$ cat src/rtl/neighbor_distance_table_unit_defines.svh
// Assertion macros used by the neighbor distance table top level.
`ifndef NEIGHBOR_DISTANCE_TABLE_UNIT_DEFINES_SVH
`define NEIGHBOR_DISTANCE_TABLE_UNIT_DEFINES_SVH

`ifndef SYNTH

// Same-cycle implication, disabled while reset is asserted.
`define NDTU_ASSERT_IMPL(lbl, clk, rst_n, ante, cons) \
    lbl: assert property (@(posedge clk) disable iff (!(rst_n)) (ante) |-> (cons)) \
        else $error("ndtu assertion failed");

// Next-cycle implication, disabled while reset is asserted.
`define NDTU_ASSERT_NEXT(lbl, clk, rst_n, ante, cons) \
    lbl: assert property (@(posedge clk) disable iff (!(rst_n)) (ante) |=> (cons)) \
        else $error("ndtu assertion failed");

`else

`define NDTU_ASSERT_IMPL(lbl, clk, rst_n, ante, cons)
`define NDTU_ASSERT_NEXT(lbl, clk, rst_n, ante, cons)

`endif

`endif

$ cat src/rtl/ndtu_pkg.sv
// Shared types and constants of the neighbor distance table.
package ndtu_pkg;

    // Field widths of the request and result ports.
    localparam int ID_W        = 32;
    localparam int DIST_W      = 16;
    localparam int EIDX_W      = 4;
    localparam int SLOT_W      = 4;
    localparam int COUNT_OUT_W = 5;

    // Internal slot index and count widths cover the largest supported table (256 entries).
    localparam int IDX_W = 8;
    localparam int CNT_W = 9;

    // Command codes.
    localparam logic [2:0] CMD_MERGE  = 3'd0;
    localparam logic [2:0] CMD_INSERT = 3'd1;
    localparam logic [2:0] CMD_LOOKUP = 3'd2;
    localparam logic [2:0] CMD_READ   = 3'd3;
    localparam logic [2:0] CMD_CLEAR  = 3'd4;

    // Request data broadcast to every cell during a sweep.
    typedef struct packed {
        logic [ID_W-1:0]   id;
        logic [EIDX_W-1:0] rd_idx;
        logic [CNT_W-1:0]  count;
    } t_query;

    // Entry written into one cell at the end of a request.
    typedef struct packed {
        logic [ID_W-1:0]   id;
        logic [DIST_W-1:0] distance;
    } t_write;

    // Partial search result handed from cell to cell.
    typedef struct packed {
        logic              found;
        logic [IDX_W-1:0]  hit_idx;
        logic [DIST_W-1:0] hit_dist;
        logic [IDX_W-1:0]  max_idx;
        logic [DIST_W-1:0] max_dist;
        logic              rd_hit;
        logic [ID_W-1:0]   rd_id;
        logic [DIST_W-1:0] rd_dist;
    } t_carry;

    localparam t_carry CARRY_INIT = '0;

endpackage

$ cat src/rtl/ndtu_cell.sv
// One table entry with its stage of the search chain.
module ndtu_cell import ndtu_pkg::*; #(
    parameter int CELL_IDX = 0
) (
    input  logic   i_clk,
    input  t_query i_query,
    input  t_carry i_carry,
    input  logic   i_wr_en,
    input  t_write i_wr,
    output t_carry o_carry
);

    localparam logic [IDX_W-1:0] MY_IDX = IDX_W'(CELL_IDX);
    localparam logic [CNT_W-1:0] MY_POS = CNT_W'(CELL_IDX);

    logic [ID_W-1:0]   r_id;
    logic [DIST_W-1:0] r_dist;
    t_carry            r_carry;
    t_carry            n_carry;
    logic              w_live;

    // The entry holds data only below the fill count.
    assign w_live = (MY_POS < i_query.count);

    // Fold this entry into the partial result from the previous cell.
    always_comb begin
        n_carry = i_carry;
        if (!i_carry.found && w_live && (r_id == i_query.id)) begin
            n_carry.found    = 1'b1;
            n_carry.hit_idx  = MY_IDX;
            n_carry.hit_dist = r_dist;
        end
        // Strict compare keeps the lowest index among equal distances.
        if (i_carry.max_dist < r_dist) begin
            n_carry.max_idx  = MY_IDX;
            n_carry.max_dist = r_dist;
        end
        if (w_live && (MY_POS == CNT_W'(i_query.rd_idx))) begin
            n_carry.rd_hit  = 1'b1;
            n_carry.rd_id   = r_id;
            n_carry.rd_dist = r_dist;
        end
    end

    // Entry storage, written only by the final step of a request.
    always_ff @(posedge i_clk) begin
        if (i_wr_en) begin
            r_id   <= i_wr.id;
            r_dist <= i_wr.distance;
        end
    end

    // Pass the partial result on to the next cell.
    always_ff @(posedge i_clk) begin
        r_carry <= n_carry;
    end

    assign o_carry = r_carry;

endmodule

$ cat src/rtl/neighbor_distance_table_unit.sv
// Top level of the neighbor distance table: control, chain of entry cells and result register.
// Each request is captured, swept through the cells (S_SWEEP), applied (S_WRITE), then strobed.
// No request is taken while one is in flight; the search result moves one cell per cycle.
// A new request may be accepted in the cycle that the previous result is strobed.
// Synchronous active-low reset empties the table (count zero); entry contents are left as they are.
// Each result is strobed for one cycle on o_valid; the receiver cannot stall it.
`include "neighbor_distance_table_unit_defines.svh"

module neighbor_distance_table_unit import ndtu_pkg::*; #(
    parameter int TABLE_DEPTH = 16
) (
    input  logic                   i_clk,
    input  logic                   i_rst_n,
    input  logic                   start,
    input  logic [2:0]             i_command,
    input  logic [ID_W-1:0]        i_neighbor_id,
    input  logic [DIST_W-1:0]      i_distance,
    input  logic [EIDX_W-1:0]      i_entry_index,
    output logic                   busy,
    output logic                   o_valid,
    output logic                   o_found,
    output logic [SLOT_W-1:0]      o_slot,
    output logic [ID_W-1:0]        o_entry_id,
    output logic [DIST_W-1:0]      o_entry_distance,
    output logic [COUNT_OUT_W-1:0] o_entry_count
);

    localparam int               SWP_W     = $clog2(TABLE_DEPTH + 1);
    localparam logic [SWP_W-1:0] LAST_SWP  = SWP_W'(TABLE_DEPTH - 1);
    localparam logic [CNT_W-1:0] DEPTH_CNT = CNT_W'(TABLE_DEPTH);

    typedef enum logic [2:0] {
        S_IDLE  = 3'b001,
        S_SWEEP = 3'b010,
        S_WRITE = 3'b100
    } t_state;

    t_state            r_state;
    logic [SWP_W-1:0]  r_swp;
    logic [CNT_W-1:0]  r_count;
    logic [2:0]        r_cmd;
    logic [ID_W-1:0]   r_id;
    logic [DIST_W-1:0] r_dist;
    logic [EIDX_W-1:0] r_idx;

    logic              r_valid;
    logic              r_found;
    logic [SLOT_W-1:0] r_slot;
    logic [ID_W-1:0]   r_eid;
    logic [DIST_W-1:0] r_edist;

    logic              n_found;
    logic [IDX_W-1:0]  n_slot;
    logic [ID_W-1:0]   n_eid;
    logic [DIST_W-1:0] n_edist;
    logic [CNT_W-1:0]  n_count;

    t_query            w_query;
    t_carry            w_chain [TABLE_DEPTH+1];
    t_carry            w_end;
    logic              w_accept;
    logic              w_full;
    logic              w_ins;
    logic [IDX_W-1:0]  w_ins_slot;
    logic [DIST_W:0]   w_sum;
    logic [DIST_W-1:0] w_avg;
    logic              w_do_wr;
    logic [IDX_W-1:0]  w_wr_slot;
    t_write            w_wr;
    logic [TABLE_DEPTH-1:0] w_wr_en;

    assign w_accept = start && (r_state == S_IDLE);
    assign busy     = (r_state != S_IDLE);

    // Request data seen by every cell.
    assign w_query.id     = r_id;
    assign w_query.rd_idx = r_idx;
    assign w_query.count  = r_count;

    // Chain of entry cells; the search result enters at cell zero.
    assign w_chain[0] = CARRY_INIT;

    for (genvar g = 0; g < TABLE_DEPTH; g++) begin : g_cell
        assign w_wr_en[g] = (r_state == S_WRITE) && w_do_wr && (w_wr_slot == IDX_W'(g));

        ndtu_cell #(
            .CELL_IDX(g)
        ) u_cell (
            .i_clk   (i_clk),
            .i_query (w_query),
            .i_carry (w_chain[g]),
            .i_wr_en (w_wr_en[g]),
            .i_wr    (w_wr),
            .o_carry (w_chain[g+1])
        );
    end

    assign w_end = w_chain[TABLE_DEPTH];

    // Insert target and merged distance.
    assign w_full     = (r_count == DEPTH_CNT);
    assign w_ins_slot = w_full ? w_end.max_idx : r_count[IDX_W-1:0];
    assign w_sum      = {1'b0, w_end.hit_dist} + {1'b0, r_dist};
    assign w_avg      = w_sum[DIST_W:1];
    assign w_ins      = ((r_cmd == CMD_MERGE) && !w_end.found) || (r_cmd == CMD_INSERT);

    // Result and table update once the sweep has reached the chain end.
    always_comb begin
        n_found       = 1'b0;
        n_slot        = '0;
        n_eid         = '0;
        n_edist       = '0;
        n_count       = r_count;
        w_do_wr       = 1'b0;
        w_wr_slot     = w_ins_slot;
        w_wr.id       = r_id;
        w_wr.distance = r_dist;
        case (r_cmd)
            CMD_MERGE: begin
                if (w_end.found) begin
                    n_found       = 1'b1;
                    n_slot        = w_end.hit_idx;
                    n_eid         = r_id;
                    n_edist       = w_avg;
                    w_do_wr       = 1'b1;
                    w_wr_slot     = w_end.hit_idx;
                    w_wr.distance = w_avg;
                end
            end
            CMD_LOOKUP: begin
                if (w_end.found) begin
                    n_found = 1'b1;
                    n_slot  = w_end.hit_idx;
                    n_eid   = r_id;
                    n_edist = w_end.hit_dist;
                end
            end
            CMD_READ: begin
                n_slot = IDX_W'(r_idx);
                if (w_end.rd_hit) begin
                    n_eid   = w_end.rd_id;
                    n_edist = w_end.rd_dist;
                end
            end
            CMD_CLEAR: begin
                n_count = '0;
            end
            default: begin
            end
        endcase
        // A merge miss and a plain insert share the insert path.
        if (w_ins) begin
            n_slot  = w_ins_slot;
            n_eid   = r_id;
            n_edist = r_dist;
            w_do_wr = 1'b1;
            if (!w_full) begin
                n_count = r_count + CNT_W'(1);
            end
        end
    end

    // Control state: sequencer, fill count and result strobe.
    always_ff @(posedge i_clk) begin
        if (!i_rst_n) begin
            r_state <= S_IDLE;
            r_swp   <= '0;
            r_count <= '0;
            r_valid <= 1'b0;
        end else begin
            r_valid <= (r_state == S_WRITE);
            case (r_state)
                S_IDLE: begin
                    if (start) begin
                        r_swp   <= '0;
                        r_state <= S_SWEEP;
                    end
                end
                S_SWEEP: begin
                    if (r_swp == LAST_SWP) begin
                        r_state <= S_WRITE;
                    end else begin
                        r_swp <= r_swp + SWP_W'(1);
                    end
                end
                S_WRITE: begin
                    r_count <= n_count;
                    r_state <= S_IDLE;
                end
                default: begin
                    r_state <= S_IDLE;
                end
            endcase
        end
    end

    // Request capture.
    always_ff @(posedge i_clk) begin
        if (w_accept) begin
            r_cmd  <= i_command;
            r_id   <= i_neighbor_id;
            r_dist <= i_distance;
            r_idx  <= i_entry_index;
        end
    end

    // Result register.
    always_ff @(posedge i_clk) begin
        if (r_state == S_WRITE) begin
            r_found <= n_found;
            r_slot  <= n_slot[SLOT_W-1:0];
            r_eid   <= n_eid;
            r_edist <= n_edist;
        end
    end

    assign o_valid          = r_valid;
    assign o_found          = r_found;
    assign o_slot           = r_slot;
    assign o_entry_id       = r_eid;
    assign o_entry_distance = r_edist;
    assign o_entry_count    = r_count[COUNT_OUT_W-1:0];

    // An accepted request always occupies the block in the next cycle.
    `NDTU_ASSERT_NEXT(a_accept_busy, i_clk, i_rst_n, w_accept, busy)
    // The final step of a request is always followed by its result strobe.
    `NDTU_ASSERT_NEXT(a_write_strobe, i_clk, i_rst_n, r_state == S_WRITE, o_valid)
    // The fill count never exceeds the table size.
    `NDTU_ASSERT_IMPL(a_count_bound, i_clk, i_rst_n, 1'b1, r_count <= DEPTH_CNT)
    // Only a merge or a lookup can report a match.
    `NDTU_ASSERT_IMPL(a_found_cmd, i_clk, i_rst_n, o_valid && o_found,
        (r_cmd == CMD_MERGE) || (r_cmd == CMD_LOOKUP))
    // At most one entry is written per request.
    `NDTU_ASSERT_IMPL(a_single_write, i_clk, i_rst_n, 1'b1, $onehot0(w_wr_en))

endmodule

$ cat config.mk
export PLATFORM = sky130hd
export DESIGN_NAME = neighbor_distance_table_unit
export DESIGN_NICKNAME = d
export VERILOG_FILES = /design/src/rtl/ndtu_pkg.sv /design/src/rtl/ndtu_cell.sv /design/src/rtl/neighbor_distance_table_unit.sv
export VERILOG_INCLUDE_DIRS = /design/src /design/src/rtl
export SDC_FILE = /design/constraint.sdc
export NUM_CORES = 2
export LEC_CHECK = 0
export BUFFER_PORTS_ARGS = -buffer_cell sky130_fd_sc_hd__buf_4
export CORE_AREA = 2 2 382 384
export CTS_BUF_LIST = sky130_fd_sc_hd__clkbuf_2 sky130_fd_sc_hd__clkbuf_4 sky130_fd_sc_hd__clkbuf_8
export DETAILED_ROUTE_END_ITERATION = 10
export DIE_AREA = 0 0 384 386
export PLACE_DENSITY = 0.78
export SLEW_MARGIN = 20
export SYNTH_ARGS = -nofsm -noshare
export SYNTH_HDL_FRONTEND = slang
export SYNTH_SLANG_ARGS = --single-unit
$ cat constraint.sdc
create_clock -name i_clk -period 7.33 [get_ports i_clk]
set_clock_uncertainty 0.1 [all_clocks]
set_input_delay 1.466 -clock i_clk [delete_from_list [all_inputs] [get_ports i_clk]]
set_output_delay 1.466 -clock i_clk [all_outputs]
set_load 0.05 [all_outputs]
==> impl_metrics.yaml <==
status:
  status: "complete, no violations"
yosys:
  yosysSeqAreaShare: 0.647
  synth_edf_count: 876
  synth_flop_cell: "dfxtp_1"
  async_flop_share: 0
  syn_area_um2: 84300
  synth_nets: 6116
  ys_ff_latch: 2288
  synthCells: 5813
  yosysWarnings: 0
  syn_avg_cell_area_um2: 14.5
  post_synth_num_cell_types: 72
drt:
  num_vias: 44000
  vias_per_cell: 5.28
  wl_um: 170000
  drtIter0Drc: 2501
  drc: 0
  ant_nets: 0
  avgRoutedWirePerCell_um: 20.3
  first_pass_iters: 6
clock_tree:
  cts_hold_buf: 0
  postCtsSetupBuffers: 0
  cts_resized: 0
  cts_sinks: 2288
  clkTransAtPathRegs_ns: 0.06
  tritoncts: "built"
  clock_latency_ns: 1.01
  clock_tree.root_cell: "clkbuf_8"
  cts_buffers: 359
  clock_path_buffers: 4
  htreeDepth: 5
global_routing:
  grt_overflow: 0
  antenna_found_initial: 6
  grt_pass1_vias: 46500
  grt_max_degree: 65
  grt_pass1_wl_um: 263000
  grt_util_all_layers: 0.227
critical_path:
  crit_required_ns: 7.88
  arrival_ns: 5.02
  path_max_fanout: 38
  cp-end-kind: "flip-flop"
  cp-start-kind: "flip-flop"
  crit_type: "flip-flop to flip-flop"
sta:
  finalMaxSlewViolations: 0
  period_minus_slack_ns: 4.47
  post-route-period-util: 0.610
  rsz0062_at_grt: "no"
  fmax_mhz: 224
  setup_violations: 0
  hold_viol: 0
  worst_pin_slew_ns: 1.13
  tns_ns: 0
  relSlewSlack: 0.247
pwr:
  power_density_nw_per_um2: 260
  power.leakage_nw: 38.0
  vdd.ir_drop.worst_mv: 0.199
layout:
  final_cells: 8345
  syn_to_final_growth_pct: 12.3
  postLayoutCellArea_um2: 94700
  nets: 6449
  drive_above_1_share: 0.323
  nFillCells: 10000
hold_path:
  min-delay-path-class: "flip-flop to flip-flop"
die:
  die_area_um2: 148000
  coreArea_um2: 145000
  die_w_um: 384
  pin_count: 118
  core.rowCount: 140
  start_util: 0.583
  die_h_um: 386
run:
  maxCapViolCount: 0
place:
  placed_cell_area_um2: 87200
  post-place-cells: 7701
  port_buffers: 117
  globalplace.congestion: 0.887
  post-dp-hpwl_um: 119000
## cell usage in the layout (no fill, tap or decap), drive strengths merged, types with 14 or more instances in the layout
master	count
clkinv	67
inv	254
a21o	38
xor2	335
xnor2	187
nor2	93
edfxtp	876
mux2	1158
or2	57
a41oi	15
nor3b	16
o21ai	97
nor4	90
ha	244
dfxtp	1412
a2111oi	21
nand2	126
nand3	14
a221o	14
or4	17
a22o	37
nand4	90
clkbuf	560
buf	218
a21oi	92
nand2b	43
nor3	35
nor2b	23
and2	84
## critical path, cell delays in order, from the launching register on
cell	delay, ns
edfxtp_1	0.64
or4b_2	1.08
nor2_1	0.30
a31oi_1	0.08
nor2_1	0.19
nand2_1	0.40
nor2_4	0.84
buf_4	0.45
## registers in the layout, summed over array words and instances, names as in the netlist
| signal | cells |
|---|---|
| g_cell.u_cell.o_carry | 1394 |
| g_cell.u_cell.r_id | 512 |
| g_cell.u_cell.r_dist | 256 |
| o_entry_id | 32 |
| r_id | 32 |
| o_entry_distance | 16 |
| r_dist | 16 |
| r_count | 9 |
| r_swp | 5 |
| o_slot | 4 |
| r_idx | 4 |
| r_cmd | 3 |
| r_state | 3 |
| o_found | 1 |
| o_valid | 1 |
## cell families (layout without fill, tap and decap cells)
| kind of cell | after synthesis | after routing | synth area share |
|---|---|---|---|
| simple gates | 710 | 710 | 0.0486 |
| fa+ha+maj | 245 | 245 | 0.0364 |
| buf+inv | 500 | 1114 | 0.0275 |
| other cells | 0 | 1 | 0 |
| mux | 1162 | 1162 | 0.155 |
| flops | 2288 | 2288 | 0.647 |
| compound gates | 386 | 386 | 0.0309 |
| xor+xnor | 522 | 522 | 0.0542 |
## Yosys cell counts, types with 19 or more instances
master,count,share of area
o21ai_0,96,0.0057
a21o_1,38,0.0034
mux2_1,39,0.0052
and2_1,83,0.0062
or2_2,57,0.0042
inv_1,254,0.011
buf_2,65,0.0039
edfxtp_1,876,0.31
nand4_1,90,0.0067
buf_6,40,0.0053
nor3_1,32,0.0019
ha_1,244,0.036
a2111oi_0,19,0.0020
nand2b_1,43,0.0032
a21oi_1,92,0.0055
nor2_1,93,0.0041
xnor2_1,187,0.019
xor2_1,335,0.035
clkbuf_1,115,0.0051
dfxtp_1,1412,0.34
mux2_2,1119,0.15
nor4_1,80,0.0059
a22o_1,37,0.0038
nand2_1,126,0.0056
nor2b_1,23,0.0017
## power breakdown
| part | switching, mW | internal, mW | leakage, nW |
|---|---|---|---|
| logic | 0.369 | 0.160 | 14.6 |
| registers | 0.0334 | 13.2 | 19.4 |
| clock network | 4.65 | 6.18 | 3.97 |
## layout make-up
class / instances / area, um2 / area share
diodes: 1 / 2.50 / 0.0000264
clock buffers: 560 / 6860 / 0.0725
clock inverters: 82 / 571 / 0.00603
inverters: 254 / 953 / 0.0101
multi-input cells: 3025 / 27700 / 0.292
flip-flops and latches: 2288 / 54600 / 0.576
well taps: 1917 / 2400 / 0.0253
repair buffers: 218 / 1640 / 0.0173
## metal layers
metal	vias up	global-route usage	wire, um
met5	-	0	0
met4	0	0.0935	5650
met3	372	0.0373	7820
met2	1084	0.377	81100
met1	21200	0.298	75100
li1	21400	-	-
## metrics by stage
step                      hold slack [ns]  setup slack [ns]   util  power (mW)
after floorplan                     0.286              1.37      -        13.8
after global placement              0.259              3.00  0.604        14.1
after detailed placement            0.269              2.92  0.604        14.1
after CTS                           0.284              2.89  0.655        24.8
after global routing                0.296              2.60  0.655        25.4
final                               0.281              2.86  0.655        24.6
## path summary, 6_finish.rpt
kind,from,endpoint,slack [ns],cells after the start
min,g_cell[0].u_cell.r_dist[14]$_DFFE_PP_,g_cell[0].u_cell.o_carry[63]$_SDFF_PP0_,0.28,0
max reg2reg,r_cmd[1]$_DFFE_PP_,g_cell[0].u_cell.r_dist[1]$_DFFE_PP_,2.86,7
max,r_cmd[1]$_DFFE_PP_,g_cell[0].u_cell.r_dist[1]$_DFFE_PP_,2.86,7
min reg2reg,g_cell[0].u_cell.r_dist[14]$_DFFE_PP_,g_cell[0].u_cell.o_carry[63]$_SDFF_PP0_,0.28,0
(Power assumes the default switching activity.)
